**config.mk**
```make
export PLATFORM = sky130hd
export DESIGN_NAME = priority_task_queue
export DESIGN_NICKNAME = d
export VERILOG_FILES = /design/src/rtl/ptq_pkg.sv /design/src/rtl/priority_task_queue.sv /design/src/rtl/ptq_ctrl.sv /design/src/rtl/ptq_dpath.sv
export VERILOG_INCLUDE_DIRS = /design/src /design/src/rtl
export SDC_FILE = /design/constraint.sdc
export NUM_CORES = 1
export LEC_CHECK = 0
export BUFFER_PORTS_ARGS = -buffer_cell sky130_fd_sc_hd__buf_2
export CORE_ASPECT_RATIO = 1.1
export CORE_MARGIN = 3
export CORE_UTILIZATION = 55
export CTS_CLUSTER_DIAMETER = 120
export DETAILED_ROUTE_END_ITERATION = 12
export GPL_TIMING_DRIVEN = 0
export HOLD_SLACK_MARGIN = 0.12
export PLACE_DENSITY = 0.72
export SYNTH_ARGS = -nofsm -noshare
export SYNTH_HDL_FRONTEND = slang
export SYNTH_HIERARCHICAL = 1
export SYNTH_SLANG_ARGS = --single-unit
```
**constraint.sdc**
```tcl
create_clock -name clock -period 5.85 [get_ports clock]
set_input_delay 1.4625 -clock clock [delete_from_list [all_inputs] [get_ports clock]]
set_output_delay 1.4625 -clock clock [all_outputs]
set_load 0.01 [all_outputs]
```
**src/rtl/priority_task_queue_macros.svh**
```systemverilog
// Assertion macros used by the queue top level.
`ifndef PRIORITY_TASK_QUEUE_MACROS_SVH
`define PRIORITY_TASK_QUEUE_MACROS_SVH

`ifndef SYNTH
// Same-cycle implication, skipped while reset is high.
`define PTQ_ASSERT_IMP(label, clk, rst, ante, cons, msg) \
   label: assert property (@(posedge clk) disable iff (rst) (ante) |-> (cons)) else $error(msg);
// Next-cycle implication, skipped while reset is high.
`define PTQ_ASSERT_NXT(label, clk, rst, ante, cons, msg) \
   label: assert property (@(posedge clk) disable iff (rst) (ante) |=> (cons)) else $error(msg);
`else
`define PTQ_ASSERT_IMP(label, clk, rst, ante, cons, msg)
`define PTQ_ASSERT_NXT(label, clk, rst, ante, cons, msg)
`endif

`endif

```
**src/rtl/ptq_pkg.sv**
```systemverilog
package ptq_pkg;

   localparam int DEPTH      = 16;
   localparam int TASK_WIDTH = 8;
   localparam int PRIO_WIDTH = 8;
   localparam int ADDR_W     = $clog2(DEPTH);
   localparam int COUNT_W    = $clog2(DEPTH + 1);

   // Request kinds; the fourth code is unused and leaves the queue alone.
   typedef enum logic [1:0] {
      KIND_APPEND = 2'd0,
      KIND_INSERT = 2'd1,
      KIND_POP    = 2'd2
   } kind_type;

   typedef enum logic [1:0] {
      STATUS_OK    = 2'd0,
      STATUS_FULL  = 2'd1,
      STATUS_EMPTY = 2'd2
   } status_type;

   typedef enum logic [2:0] {
      IDX_HOLD  = 3'd0,
      IDX_ZERO  = 3'd1,
      IDX_ONE   = 3'd2,
      IDX_COUNT = 3'd3,
      IDX_INC   = 3'd4,
      IDX_DEC   = 3'd5
   } idx_op_type;

   typedef enum logic [1:0] {
      WR_NONE = 2'd0,
      WR_UP   = 2'd1,  // entry read at idx-1 lands at idx
      WR_DOWN = 2'd2,  // entry read at idx lands at idx-1
      WR_NEW  = 2'd3   // request entry lands at idx
   } wr_op_type;

   typedef enum logic [1:0] {
      CNT_HOLD = 2'd0,
      CNT_INC  = 2'd1,
      CNT_DEC  = 2'd2
   } cnt_op_type;

   typedef struct packed {
      logic [TASK_WIDTH-1:0] task_id;
      logic [PRIO_WIDTH-1:0] prio;
   } entry_type;

   typedef struct packed {
      logic       capture;
      idx_op_type idx_op;
      logic       pos_load;
      logic       rd_prev;
      wr_op_type  wr_op;
      cnt_op_type cnt_op;
      logic       pop_load;
      logic       respond;
      status_type status;
   } cmd_type;

   typedef struct packed {
      logic [1:0] kind;
      logic       full;
      logic       empty;
      logic       idx_at_count;
      logic       idx_at_pos;
      logic       prio_greater;
   } stat_type;

endpackage

```
**src/rtl/priority_task_queue.sv**
```systemverilog
// Bounded task queue of 16 entries (task id, priority), head served first.
// Raise start with req_kind/req_task_id/req_priority_req while busy is low;
// the transaction is taken on that edge. Kinds: append at the tail, insert
// ahead of the first entry with a strictly larger priority (equal priorities
// keep arrival order), pop the head. Every transaction yields exactly one
// result, shown for one cycle with rsp_strobe high; the receiver cannot
// stall, so sample it then. rsp_status flags a push into a full queue
// (dropped) or a pop of an empty queue; rsp_now_empty gives the fill state
// after the operation. A dropped push, an empty pop or the unused kind code
// is answered straight from decode; an append writes the tail slot; an insert
// scans from the head for its slot, then shifts the entries from that slot on
// up by one; a pop reads the head, then moves every later entry down by one.
// The entry store is one memory with a single write port and a registered
// read port, so each entry moved or compared takes a read state and then a write or compare state.
// busy falls in the strobe cycle, so the next transaction can start there.
`include "priority_task_queue_macros.svh"

module priority_task_queue (
   input  logic                           clock,
   input  logic                           reset,
   input  logic                           start,
   output logic                           busy,
   input  logic [1:0]                     req_kind,
   input  logic [ptq_pkg::TASK_WIDTH-1:0] req_task_id,
   input  logic [ptq_pkg::PRIO_WIDTH-1:0] req_priority_req,
   output logic                           rsp_strobe,
   output logic                           rsp_pop_valid,
   output logic [ptq_pkg::TASK_WIDTH-1:0] rsp_popped_task,
   output logic [ptq_pkg::PRIO_WIDTH-1:0] rsp_popped_priority,
   output logic                           rsp_now_empty,
   output logic [1:0]                     rsp_status
);

   ptq_pkg::cmd_type  cmd;
   ptq_pkg::stat_type stat;

   // Sequencer: decode the transaction, scan, shift, pop and move, respond.
   ptq_ctrl u_ctrl (
      .clock (clock),
      .reset (reset),
      .start (start),
      .busy  (busy),
      .stat  (stat),
      .cmd   (cmd)
   );

   // Entry memory, fill count, index registers and result registers.
   ptq_dpath u_dpath (
      .clock               (clock),
      .reset               (reset),
      .req_kind            (req_kind),
      .req_task_id         (req_task_id),
      .req_priority_req    (req_priority_req),
      .cmd                 (cmd),
      .stat                (stat),
      .rsp_strobe          (rsp_strobe),
      .rsp_pop_valid       (rsp_pop_valid),
      .rsp_popped_task     (rsp_popped_task),
      .rsp_popped_priority (rsp_popped_priority),
      .rsp_now_empty       (rsp_now_empty),
      .rsp_status          (rsp_status)
   );

   // The fill count never steps past either end.
   `PTQ_ASSERT_IMP(a_no_overfill, clock, reset, cmd.cnt_op == ptq_pkg::CNT_INC, !stat.full, "count increment while full")
   `PTQ_ASSERT_IMP(a_no_underflow, clock, reset, cmd.cnt_op == ptq_pkg::CNT_DEC, !stat.empty, "count decrement while empty")
   // A result is only shown once the sequencer is back at rest.
   `PTQ_ASSERT_IMP(a_strobe_idle, clock, reset, rsp_strobe, !busy, "result strobe while busy")
   // A successful pop always reports ok status.
   `PTQ_ASSERT_IMP(a_pop_status, clock, reset, rsp_strobe && rsp_pop_valid, rsp_status == ptq_pkg::STATUS_OK, "pop result with error status")
   // A taken transaction keeps the block busy the next cycle.
   `PTQ_ASSERT_NXT(a_accept_busy, clock, reset, start && !busy, busy, "accepted transaction did not raise busy")

endmodule

```
**src/rtl/ptq_ctrl.sv**
```systemverilog
module ptq_ctrl (
   input  logic              clock,
   input  logic              reset,
   input  logic              start,
   output logic              busy,
   input  ptq_pkg::stat_type stat,
   output ptq_pkg::cmd_type  cmd
);

   typedef enum logic [11:0] {
      ST_IDLE     = 12'b0000_0000_0001,
      ST_DECODE   = 12'b0000_0000_0010,
      ST_SCAN_RD  = 12'b0000_0000_0100,
      ST_SCAN_CHK = 12'b0000_0000_1000,
      ST_SHIFT_RD = 12'b0000_0001_0000,
      ST_SHIFT_WR = 12'b0000_0010_0000,
      ST_PUT      = 12'b0000_0100_0000,
      ST_POP_RD   = 12'b0000_1000_0000,
      ST_POP_CAP  = 12'b0001_0000_0000,
      ST_MOVE_RD  = 12'b0010_0000_0000,
      ST_MOVE_WR  = 12'b0100_0000_0000,
      ST_FINISH   = 12'b1000_0000_0000
   } state_type;

   state_type state_ff;
   state_type state_in;

   always_ff @(posedge clock) begin
      if (reset) begin
         state_ff <= ST_IDLE;
      end else begin
         state_ff <= state_in;
      end
   end

   assign busy = (state_ff != ST_IDLE);

   always_comb begin
      state_in     = state_ff;
      cmd.capture  = 1'b0;
      cmd.idx_op   = ptq_pkg::IDX_HOLD;
      cmd.pos_load = 1'b0;
      cmd.rd_prev  = 1'b0;
      cmd.wr_op    = ptq_pkg::WR_NONE;
      cmd.cnt_op   = ptq_pkg::CNT_HOLD;
      cmd.pop_load = 1'b0;
      cmd.respond  = 1'b0;
      cmd.status   = ptq_pkg::STATUS_OK;
      case (state_ff)
         ST_IDLE: begin
            if (start) begin
               cmd.capture = 1'b1;
               state_in    = ST_DECODE;
            end
         end
         ST_DECODE: begin
            case (stat.kind)
               ptq_pkg::KIND_APPEND: begin
                  if (stat.full) begin
                     cmd.respond = 1'b1;
                     cmd.status  = ptq_pkg::STATUS_FULL;
                     state_in    = ST_IDLE;
                  end else begin
                     cmd.idx_op = ptq_pkg::IDX_COUNT;
                     state_in   = ST_PUT;
                  end
               end
               ptq_pkg::KIND_INSERT: begin
                  if (stat.full) begin
                     cmd.respond = 1'b1;
                     cmd.status  = ptq_pkg::STATUS_FULL;
                     state_in    = ST_IDLE;
                  end else begin
                     cmd.idx_op = ptq_pkg::IDX_ZERO;
                     state_in   = ST_SCAN_RD;
                  end
               end
               ptq_pkg::KIND_POP: begin
                  if (stat.empty) begin
                     cmd.respond = 1'b1;
                     cmd.status  = ptq_pkg::STATUS_EMPTY;
                     state_in    = ST_IDLE;
                  end else begin
                     cmd.idx_op = ptq_pkg::IDX_ZERO;
                     state_in   = ST_POP_RD;
                  end
               end
               default: begin
                  cmd.respond = 1'b1;
                  state_in    = ST_IDLE;
               end
            endcase
         end
         ST_SCAN_RD: begin
            if (stat.idx_at_count) begin
               cmd.pos_load = 1'b1;
               state_in     = ST_SHIFT_RD;
            end else begin
               state_in = ST_SCAN_CHK;
            end
         end
         ST_SCAN_CHK: begin
            if (stat.prio_greater) begin
               cmd.pos_load = 1'b1;
               cmd.idx_op   = ptq_pkg::IDX_COUNT;
               state_in     = ST_SHIFT_RD;
            end else begin
               cmd.idx_op = ptq_pkg::IDX_INC;
               state_in   = ST_SCAN_RD;
            end
         end
         ST_SHIFT_RD: begin
            if (stat.idx_at_pos) begin
               state_in = ST_PUT;
            end else begin
               cmd.rd_prev = 1'b1;
               state_in    = ST_SHIFT_WR;
            end
         end
         ST_SHIFT_WR: begin
            cmd.wr_op  = ptq_pkg::WR_UP;
            cmd.idx_op = ptq_pkg::IDX_DEC;
            state_in   = ST_SHIFT_RD;
         end
         ST_PUT: begin
            cmd.wr_op  = ptq_pkg::WR_NEW;
            cmd.cnt_op = ptq_pkg::CNT_INC;
            state_in   = ST_FINISH;
         end
         ST_POP_RD: begin
            state_in = ST_POP_CAP;
         end
         ST_POP_CAP: begin
            cmd.pop_load = 1'b1;
            cmd.idx_op   = ptq_pkg::IDX_ONE;
            state_in     = ST_MOVE_RD;
         end
         ST_MOVE_RD: begin
            if (stat.idx_at_count) begin
               cmd.cnt_op = ptq_pkg::CNT_DEC;
               state_in   = ST_FINISH;
            end else begin
               state_in = ST_MOVE_WR;
            end
         end
         ST_MOVE_WR: begin
            cmd.wr_op  = ptq_pkg::WR_DOWN;
            cmd.idx_op = ptq_pkg::IDX_INC;
            state_in   = ST_MOVE_RD;
         end
         ST_FINISH: begin
            cmd.respond = 1'b1;
            state_in    = ST_IDLE;
         end
         default: begin
            state_in = ST_IDLE;
         end
      endcase
   end

endmodule

```
**src/rtl/ptq_dpath.sv**
```systemverilog
module ptq_dpath (
   input  logic                             clock,
   input  logic                             reset,
   input  logic [1:0]                       req_kind,
   input  logic [ptq_pkg::TASK_WIDTH-1:0]   req_task_id,
   input  logic [ptq_pkg::PRIO_WIDTH-1:0]   req_priority_req,
   input  ptq_pkg::cmd_type                 cmd,
   output ptq_pkg::stat_type                stat,
   output logic                             rsp_strobe,
   output logic                             rsp_pop_valid,
   output logic [ptq_pkg::TASK_WIDTH-1:0]   rsp_popped_task,
   output logic [ptq_pkg::PRIO_WIDTH-1:0]   rsp_popped_priority,
   output logic                             rsp_now_empty,
   output logic [1:0]                       rsp_status
);

   ptq_pkg::entry_type mem [ptq_pkg::DEPTH];

   logic [1:0]                     kind_ff;
   ptq_pkg::entry_type             req_ff;
   ptq_pkg::entry_type             rd_data_ff;
   ptq_pkg::entry_type             pop_ff;
   logic                           pop_valid_ff;
   logic [ptq_pkg::COUNT_W-1:0]    count_ff;
   logic [ptq_pkg::COUNT_W-1:0]    count_in;
   logic [ptq_pkg::COUNT_W-1:0]    idx_ff;
   logic [ptq_pkg::COUNT_W-1:0]    idx_in;
   logic [ptq_pkg::COUNT_W-1:0]    pos_ff;
   logic                           rsp_strobe_ff;
   logic                           rsp_pop_valid_ff;
   ptq_pkg::entry_type             rsp_entry_ff;
   logic                           rsp_now_empty_ff;
   logic [1:0]                     rsp_status_ff;

   logic [ptq_pkg::ADDR_W-1:0]     idx_addr;
   logic [ptq_pkg::ADDR_W-1:0]     prev_addr;
   logic [ptq_pkg::ADDR_W-1:0]     rd_addr;
   logic [ptq_pkg::ADDR_W-1:0]     wr_addr;
   ptq_pkg::entry_type             wr_data;
   logic                           wr_en;

   assign idx_addr  = idx_ff[ptq_pkg::ADDR_W-1:0];
   assign prev_addr = idx_addr - ptq_pkg::ADDR_W'(1);
   assign rd_addr   = cmd.rd_prev ? prev_addr : idx_addr;

   always_comb begin
      wr_en   = 1'b0;
      wr_addr = idx_addr;
      wr_data = rd_data_ff;
      case (cmd.wr_op)
         ptq_pkg::WR_UP: begin
            wr_en = 1'b1;
         end
         ptq_pkg::WR_DOWN: begin
            wr_en   = 1'b1;
            wr_addr = prev_addr;
         end
         ptq_pkg::WR_NEW: begin
            wr_en   = 1'b1;
            wr_data = req_ff;
         end
         default: begin
            wr_en = 1'b0;
         end
      endcase
   end

   // Single write port, single registered read port.
   always_ff @(posedge clock) begin
      if (wr_en) begin
         mem[wr_addr] <= wr_data;
      end
      rd_data_ff <= mem[rd_addr];
   end

   always_comb begin
      case (cmd.idx_op)
         ptq_pkg::IDX_ZERO:  idx_in = '0;
         ptq_pkg::IDX_ONE:   idx_in = ptq_pkg::COUNT_W'(1);
         ptq_pkg::IDX_COUNT: idx_in = count_ff;
         ptq_pkg::IDX_INC:   idx_in = idx_ff + ptq_pkg::COUNT_W'(1);
         ptq_pkg::IDX_DEC:   idx_in = idx_ff - ptq_pkg::COUNT_W'(1);
         default:            idx_in = idx_ff;
      endcase
   end

   always_comb begin
      case (cmd.cnt_op)
         ptq_pkg::CNT_INC: count_in = count_ff + ptq_pkg::COUNT_W'(1);
         ptq_pkg::CNT_DEC: count_in = count_ff - ptq_pkg::COUNT_W'(1);
         default:          count_in = count_ff;
      endcase
   end

   always_ff @(posedge clock) begin
      if (reset) begin
         count_ff      <= '0;
         rsp_strobe_ff <= 1'b0;
      end else begin
         count_ff      <= count_in;
         rsp_strobe_ff <= cmd.respond;
      end
   end

   always_ff @(posedge clock) begin
      idx_ff <= idx_in;
      if (cmd.pos_load) begin
         pos_ff <= idx_ff;
      end
      if (cmd.capture) begin
         kind_ff         <= req_kind;
         req_ff.task_id  <= req_task_id;
         req_ff.prio     <= req_priority_req;
         pop_ff          <= '0;
         pop_valid_ff    <= 1'b0;
      end else if (cmd.pop_load) begin
         pop_ff       <= rd_data_ff;
         pop_valid_ff <= 1'b1;
      end
      if (cmd.respond) begin
         rsp_pop_valid_ff <= pop_valid_ff;
         rsp_entry_ff     <= pop_ff;
         rsp_now_empty_ff <= (count_ff == '0);
         rsp_status_ff    <= cmd.status;
      end
   end

   assign stat.kind         = kind_ff;
   assign stat.full         = (count_ff == ptq_pkg::COUNT_W'(ptq_pkg::DEPTH));
   assign stat.empty        = (count_ff == '0);
   assign stat.idx_at_count = (idx_ff == count_ff);
   assign stat.idx_at_pos   = (idx_ff == pos_ff);
   assign stat.prio_greater = (rd_data_ff.prio > req_ff.prio);

   assign rsp_strobe          = rsp_strobe_ff;
   assign rsp_pop_valid       = rsp_pop_valid_ff;
   assign rsp_popped_task     = rsp_entry_ff.task_id;
   assign rsp_popped_priority = rsp_entry_ff.prio;
   assign rsp_now_empty       = rsp_now_empty_ff;
   assign rsp_status          = rsp_status_ff;

endmodule

```
# Word-level counts from Yosys, hierarchy flattened
# Memory sizes are Yosys's and may differ from the RTL's. A register that Yosys moved wholly into a read port is not among the register bits.
# Index checks and enable logic that the tools add are counted.
# word_totals
reg_bits,83
ramBits,256
input_bits,21
word_cells,99
mem_count,1
# classes
n_addsub,5
magnitude_cmp,1
eq_ne,29
n_mux,40
n_reduce_logical,7
# memory_table
memory,depth,word_bits,read_ports,rd_ports_with_merged_regs,write_ports,line,rtl
u_dpath.mem,16,16,1,1,1,ptq_dpath.sv:17,ptq_pkg::entry_type mem [ptq_pkg::DEPTH];
# op_table
operator,n
$pmux W12 S10,1
$pmux W5 S5,1
$mux W12,2
$pmux W8 S3,1
$mux W16,1
$pmux W3 S5,1
$mux W7,2
$eq A12 B1 Y1 const B,1
$eq A12 B10 Y1 const B,1
$eq A12 B11 Y1 const B,1
$eq A12 B12 Y1 const B,1
$eq A12 B2 Y1 const B,1
$eq A12 B3 Y1 const B,1
$eq A12 B4 Y1 const B,1
$eq A12 B5 Y1 const B,1
$eq A12 B6 Y1 const B,1
$eq A12 B7 Y1 const B,1
$eq A12 B8 Y1 const B,1
$eq A12 B9 Y1 const B,1
$mux W1,12
$mux W3,4
$ne A12 B1 Y1 const B,1
$add A5 B1 Y5 const B,2
$eq A5 B5 Y1,2
other kinds (25),40

# Longest topological paths before layout
# Gate-level depths: netlist of the first run.
# depth
depth_word,7
mapped_depth,17

# By module
# Netlist of the first run, hierarchy kept.
# by_module_without_submodules
mod,instances,cells_each,area_per_inst_um2
ptq_dpath,1,910,14586.5
ptq_ctrl,1,109,937.1

# Least setup slack after synthesis of the first run
# Ideal clock, no wire load.
# synth_timing
kind,flip-flop to flip-flop
from,register u_dpath/req_ff[1] (netlist name)
to,"register u_dpath/idx_ff[4] (netlist name), data pin"
setup_ps,258
arrival_ps,3287
setup_slack_ps,2305
path_stages_with_launch,17
path_buffers,0
period_less_slack_ps,3545
cell_sequence,edfxtp_1 -> inv_1 -> ha_1 -> nor2b_1 -> o21a_1 -> o21ai_0 -> a21oi_1 -> o22a_1 -> or3b_1 -> o21ai_0 -> nand3b_1 -> xnor2_1 -> ha_1 -> or4_1 -> o21ai_0 -> xnor2_1 -> o21ai_1
# synth_rtl
element,line,rtl
"start, declared",ptq_dpath.sv:20,ptq_pkg::entry_type req_ff;
"end signal, assigned",ptq_dpath.sv:106,idx_ff <= idx_in;
"end, declared",ptq_dpath.sv:26,logic [ptq_pkg::COUNT_W-1:0] idx_ff;

==> results of run 1 <==
==> stage by stage <==
step                      total power, mW  worst slack, ns  instances  area, um^2
after floorplan                      3.02             2.30       1019       15500
after global placement               3.11             1.41       1418       16200
after detailed placement             3.13             1.73       1442       16600
after CTS                            5.23             1.68       1506       17700
after global routing                 5.36             1.25       1506       17700
final                                5.21             1.43       1506       17700
==> cell usage after synthesis (2+ instances only) <==
master and n:
clkbuf_8 2, nor3_1 11, nand2_1 44, nand2b_1 6
mux2_2 9, clkbuf_1 21, nor2_1 55, o22ai_1 4
o21ai_0 16, mux2i_1 149, nand3b_1 7, buf_1 10
nor2_4 4, buf_4 5, buf_6 6, or4_4 3
a211o_1 2, a32oi_1 34, dfxtp_1 51, o22a_1 2
a22oi_1 66, nor4b_1 7, a21o_1 2, buf_2 14
nand4_1 7, nor4_1 3, edfxtp_1 304, and3_1 5
nor4_4 3, a31oi_1 4, ha_1 15, or4_1 3
nor2b_1 10, inv_1 23, nand3_1 13, a21oi_1 15
mux4_2 32, nor3b_1 4, xnor2_1 14, xor2_1 11
==> cell usage in the layout, fill, tap and decap left out, drive strengths merged, types with 4 or more instances in the layout <==
master	count
a21oi	15
a22oi	66
a31oi	4
a32oi	34
and3	5
buf	101
clkbuf	72
clkinv	13
dfxtp	51
edfxtp	304
ha	15
inv	25
mux2	9
mux2i	150
mux4	32
nand2	45
nand2b	6
nand3	13
nand3b	7
nand4	7
nor2	59
nor2b	10
nor3	11
nor3b	4
nor4	6
nor4b	7
o21ai	17
o22ai	5
or4	6
xnor2	14
xor2	11
==> layer usage <==
layer | up-vias | routed length [um] | part of all wire [%]
li1 | 4247 | - | -
met1 | 4845 | 15300 | 41
met2 | 460 | 18300 | 49
met3 | 80 | 2970 | 7.9
met4 | 0 | 1030 | 2.7
met5 | - | 0 | 0
==> path summary, 6_finish.rpt <==
| path | start | endpoint | depth (start not counted) |
|---|---|---|---|
| setup reg to reg | u_dpath/idx_ff[1] | u_dpath/rd_data_ff[13] | 13 |
| setup / recovery | u_dpath/idx_ff[1] | u_dpath/rd_data_ff[13] | 13 |
| hold / removal | u_dpath/pop_ff[7] | u_dpath/rsp_popped_priority[7] | 0 |
| hold reg to reg | u_dpath/pop_ff[7] | u_dpath/rsp_popped_priority[7] | 0 |
==> cells by family (layout without fill, tap and decap cells) <==
kind of cell,Yosys count,count (layout),share of synthesized area (%)
flops,355,355,65.4
simple gates,195,195,6.94
mux,191,191,15.0
compound gates,155,155,7.30
buf+inv,82,212,2.64
xor+xnor,25,25,1.41
fa+ha+maj,16,16,1.34
==> power by group through the flow <==
stage | Clock (mW) | Sequential (mW) | Combinational, mW
2_1_floorplan | 0 | 2.84 | 0.189
3_3_place_gp | 0 | 2.84 | 0.274
3_5_place_dp | 0 | 2.84 | 0.290
4_1_cts | 2.16 | 2.78 | 0.292
5_1_grt | 2.26 | 2.79 | 0.314
6_report | 2.13 | 2.79 | 0.296
==> layout make-up <==
cell class | instances | area, um^2 | share of cell area, %
sequential | 355 | 10100 | 57.5
multi-input combinational | 582 | 5010 | 28.4
clock buffer | 49 | 1000 | 5.66
timing repair buffer | 66 | 552 | 3.13
tap | 357 | 447 | 2.53
buffer | 58 | 319 | 1.81
clock inverter | 15 | 92.6 | 0.524
inverter | 24 | 90.1 | 0.510
==> registers in the layout, summed over array words and instances (netlist names), 2 cells and up <==
name and flops:
u_dpath/idx_ff 5, u_dpath/mem 256, u_ctrl/state_ff 12, u_dpath/rd_data_ff 16, u_dpath/rsp_popped_priority 8, u_dpath/rsp_status 2, u_dpath/req_ff 16, u_dpath/pos_ff 5
u_dpath/pop_ff 16, u_dpath/count_ff 5, u_dpath/rsp_popped_task 8, u_dpath/kind_ff 2
==> worst reg2reg max path: stages (launching register included) <==
cell and delay (ns):
edfxtp_1 0.38, clkbuf_1 0.27, buf_2 0.32, buf_2 0.37, xnor2_1 0.17, nand3_1 0.09
nor3_1 0.34, nor2_1 0.21, buf_2 0.22, nor2_1 0.45, clkbuf_1 0.54, a22oi_1 0.19
a32oi_1 0.56, nand2_1 0.16
==> summary.md, run 1 <==
| Metric | Value |
|---|---|
| Filler cell count | 1,890 |
| Synthesized Nets | 1,056 |
| Starting Density | 56.8% |
| Finished Core Util | 64.6% |
| Post-CTS Hold Fix Bufs | 0 |
| Final Max Tran Viols | 0 |
| Delay-heaviest family, CP | buffers and inverters |
| RSZ-0062 raised after global routing | false |
| CP bufs+invs | 5 |
| Power share of the sequential group | 53.5% |
| Period utilisation layout | 75.6% |
| Largest net degree at the start of global routing | 22 |
| FP Rows | 63 |
| Part of the power in combinational logic | 5.7% |
| CTS tree | built |
| CP max FO | 10 |
| Critical Path Start Type | flip-flop |
| Min-Delay Path Class | reg2reg |
| Final Skew | 0.0249 ns |
| DIE HEIGHT | 182 um |
| Critical-path top delay cell | a32oi_1 |
| DRT iter0 DRCs | 947 |
| Slowest stage delay, CP | 0.56 ns |
| Post-route minimum period | 4.42 ns |
| Slew @ Worst Pin | 1.40 ns |
| Diodes inserted | 0 |
| Nets | 1,160 |
| CP most frequent cell | buf_2 |
| Worst VDD drop | 0.000291 V |
| Clock Sinks | 355 |
| Synth-to-Final Area Change | 13.7% |
| GRT Total Usage | 24.5% |
| M2 GR Usage | 40.9% |
| Global-route wire length before repair | 56.7 mm |
| Number of buffers created by CTS | 36 |
| Yosys cell types | 63 |
| Busiest grt layer | met2 |
| Drt drc | 0 |
| GRT overflow | 0 |
| Vias in the first global route | 9,742 |
| Setup TNS | 0 ns |
| FFs w/ async S/R, synth | 0% |
| Avg WL per Cell | 25.0 um |
| Setup violators final | 0 |
| Root Buffer | clkbuf_16 |
| Die area | 0.0303 mm^2 |
| Via density per instance | 6.40 |
| I/O Buffers | 42 |
| Post-DP HPWL | 25.3 mm |
| Share of cells above drive strength 1 | 19.1% |
| Clock-pin slew on the worst setup and hold paths | 0.06 ns |
| Sw frac | 21.6% |
| Int Power | 4.08 mW |
| Ys Warns | 6 |
| GR Util met3 | 4.07% |
| Worst-Skew Late Latency | 0.53 ns |
| Critical Path, Cell by Cell | clkbuf_1, buf_2, buf_2, xnor2_1, nand3_1, nor3_1, nor2_1, buf_2, nor2_1, clkbuf_1, a22oi_1, a32oi_1, nand2_1 |
| EDFF count, synth | 304 |
| Post-Syn Instances | 1,019 |
| Final wirelength | 37.6 mm |
| GP Congestion | 0.818 |
| Post_cts resized | 0 |
| Clock Power Share | 40.8% |
| Crit path kind | reg2reg |
| Num ports | 43 |
| MaxCap Viol Count | 0 |
| CP Data Required Time | 6.20 ns |
| Pleak | 6.29 nW |
| Hold_ws | 0.434 ns |
| Synthesized area | 0.0155 mm^2 |
| R2R Setup Slk | 1.43 ns |
| Synth area leader | edfxtp_1 |
| Crit path DAT | 4.77 ns |
| Fmax | 226 MHz |
| Core footprint | 0.0274 mm^2 |
| Vias | 9,632 |
| Main area contributors after synthesis | edfxtp_1 (59%), mux2i_1 (9.6%), dfxtp_1 (6.6%), mux4_2 (4.6%), a22oi_1 (3.2%) |
| Flops & latches, synth | 355 |
| Slew headroom | 3.69% |
| DIE WIDTH | 166 um |
| Clk buf depth | 3 |
| Crit. End Element | flip-flop |
| Detail Route Antenna Nets | 0 |
| DR pass1 iterations | 5 |
| Hold Vio Cnt, Final | 0 |
| H-tree levels | 2 |
| Share of the synthesized area in the top cell type | 58.8% |
| Avg Cell Area, Syn | 15.2 um^2 |
| Initial antenna violation count | 0 |
| Sequential area share after synthesis | 65.4% |
| Power Density | 295 mW/mm^2 |
| Status | complete, no violations |
| Switching Power | 1.13 mW |
| Ys flop type | edfxtp_1 |
| Buffers inserted by post-CTS timing repair | 0 |
| M1 GR Usage | 33.0% |
Power figures use the tool's default switching activity.
==> run 2: changes to the inputs <==
- clock period: 5.85 -> 4.5 ns (I/O delays scaled with it)
==> summary.md, run 2 (synthesis results as in run 1) <==
| Metric | Value |
|---|---|
| Nets | 1,160 (unchanged) |
| Hold Crit Start | u_dpath/pop_ff[7] |
| Pleak | 6.30 nW (+0.16%) |
| Starting Density | 56.8% (unchanged) |
| H-tree levels | 2 (unchanged) |
| Reg with most FFs | u_dpath/mem |
| Period utilisation layout | 94.2% (+19 points) |
| Hold Vio Cnt, Final | 0 (unchanged) |
| RSZ-0062 raised after global routing | false |
| Clock-pin slew on the worst setup and hold paths | 0.06 ns (about the same) |
| FP Rows | 63 (unchanged) |
| Final Skew | 0.0252 ns (+0.000310 ns) |
| Vias in the first global route | 9,742 (unchanged) |
| Vias | 9,614 (-0.19%) |
| Synth-to-Final Area Change | 13.8% (about the same) |
| DRT iter0 DRCs | 969 (+2.3%) |
| Worst VDD drop | 0.000379 V (+30%) |
| Clock Sinks | 355 (unchanged) |
| Hold EP | u_dpath/rsp_popped_priority[7] |
| Place WS | 0.379 ns (-1.35 ns) |
| CP max FO | 10 (unchanged) |
| Status | complete, no violations |
| Number of buffers created by CTS | 36 (unchanged) |
| CTS tree | built |
| Core footprint | 0.0274 mm^2 (unchanged) |
| Detail Route Antenna Nets | 0 (unchanged) |
| CP Data Required Time | 4.87 ns (-1.33 ns) |
| Worst Slack Setup Final | 0.259 ns (-1.17 ns) |
| DR pass1 iterations | 5 (unchanged) |
| DIE HEIGHT | 182 um (unchanged) |
| Largest net degree at the start of global routing | 22 (unchanged) |
| Slew @ Worst Pin | 1.39 ns (-0.0104 ns) |
| Via density per instance | 6.38 (-0.19%) |
| Avg WL per Cell | 24.9 um (-0.34%) |
| Setup violators final | 0 (unchanged) |
| Final wirelength | 37.5 mm (-0.34%) |
| Initial antenna violation count | 0 (unchanged) |
| Crit path kind | reg2reg |
| Sequential Area | 0.0101 mm^2 (unchanged) |
| Slew headroom | 4.41% (+0.72 points) |
| Diodes inserted | 0 (unchanged) |
| GP Congestion | 0.818 (unchanged) |
| Slowest stage delay, CP | 0.61 ns (+0.05 ns) |
| RR Startpoint | u_dpath/idx_ff[1] |
| Most frequent cells in the layout | edfxtp_1 (304), mux2i_1 (149), a22oi_1 (66), buf_2 (56), dfxtp_1 (51) |
| Multi-input gate area | 0.00501 mm^2 (+0.10%) |
| Post-DP HPWL | 25.3 mm (unchanged) |
| Critical Path Start Type | flip-flop |
| Min-Delay Path Class | reg2reg |
| Share of cells above drive strength 1 | 19.4% (+0.35 points) |
| R2R depth | 14 (+1) |
| Num ports | 43 (unchanged) |
| Worst-Skew Late Latency | 0.53 ns (about the same) |
| Crit path DAT | 4.61 ns (-0.16 ns) |
| Critical-path top delay cell | clkbuf_1 |
| Post-route minimum period | 4.24 ns (-0.181 ns) |
| FF-to-FF End | u_dpath/rd_data_ff[15] |
| WHS Path Cells | 0 (unchanged) |
| GRT overflow | 0 (unchanged) |
| Root Buffer | clkbuf_16 |
| Power Density | 383 mW/mm^2 (+30%) |
| R2R Setup Slk | 0.26 ns (-1.17 ns) |
| GRT Total Usage | 24.5% (unchanged) |
| DIE WIDTH | 166 um (unchanged) |
| Drt drc | 0 (unchanged) |
| Max reg flops | 256 (unchanged) |
| Crit. End Element | flip-flop |
| Commonest non-fill, non-tap cell in the layout | edfxtp_1 |
| Fmax | 236 MHz (+4.3%) |
| Die area | 0.0303 mm^2 (unchanged) |
| Critical Path, Cell by Cell | clkbuf_1, buf_2, buf_2, xnor2_1, nand3_1, nor3_1, nor2_1, buf_2, and2_1, clkbuf_1, clkbuf_1, a22oi_1, a32oi_1, nand2_1 |
| Final Max Tran Viols | 0 (unchanged) |
| Setup TNS | 0 ns (unchanged) |
| MaxCap Viol Count | 0 (unchanged) |
| Filler cell count | 1,890 (unchanged) |
| Global-route wire length before repair | 56.7 mm (unchanged) |
| Clk buf depth | 3 (unchanged) |
| I/O Buffers | 42 (unchanged) |
run 2: timing repair:
item,CTS,global route
gates resized for setup,0,7
hold buffers,0,0
endpoints found under the setup margin,0,9
setup buffers,0,0
run 2: how the worst max path moves through the flow:
| stage | from | end | slack, ns | depth (start not counted) |
|---|---|---|---|---|
| final | u_dpath/idx_ff[1] | u_dpath/rd_data_ff[15] | 0.26 | 14 |
| after global routing | u_dpath/idx_ff[1] | u_dpath/rd_data_ff[7] | 0.02 | 14 |
| after CTS | u_dpath/idx_ff[1] | u_dpath/rd_data_ff[4] | 0.33 | 13 |
| after detailed placement | u_dpath/idx_ff[1] | u_dpath/rd_data_ff[13] | 0.38 | 13 |
| after global placement | u_ctrl/state_ff[11] | u_dpath/mem[10][8] | 0.06 | 9 |
| after floorplan | u_dpath/req_ff[1] | u_dpath/idx_ff[4] | 0.95 | 16 |
run 2: layout make-up:
type                            count  share of cell area, %
Clock buffer                       49                   5.66
Sequential cell                   355                   57.5
Clock inverter                     15                  0.524
Tap cell                          357                   2.53
Inverter                           24                  0.510
Timing Repair Buffer               66                   3.12
Multi-Input combinational cell    582                   28.4
Buffer                             58                   1.83
run 2: layer usage:
metal	vias up	track usage [%]	wire length, um
met5	-	0	0
met4	0	8.65	1110
met3	83	4.07	3030
met2	455	40.9	18300
met1	4827	33.0	15000
li1	4249	-	-
run 2: per-stage QoR:
| stage | power [mW] | instances | instance area [um^2] | util (%) | hold slack (ns) |
|---|---|---|---|---|---|
| final | 6.77 | 1506 | 17700 | 64.6 | 0.434 |
| after detailed placement | 4.07 | 1442 | 16600 | 60.6 | 0.418 |
| after global routing | 6.97 | 1506 | 17700 | 64.6 | 0.445 |
| after floorplan | 3.93 | 1019 | 15500 | - | 0.408 |
| after global placement | 4.05 | 1418 | 16200 | 59.2 | 0.414 |
| after CTS | 6.80 | 1506 | 17700 | 64.6 | 0.434 |
run 2: critical path: cells and delay by family (launching register included):
family          cells  cell delay, ns
compound gates      2            0.55
xor+xnor            1            0.12
buf+inv             6            2.23
flops               1            0.38
simple gates        5            0.82
run 2: power by group:
part	internal (mW)	total, mW	switching, mW	leakage [nW]
sequential	3.60	3.62	0.0197	3.17
combinational	0.140	0.384	0.244	2.60
clock	1.56	2.76	1.20	0.534
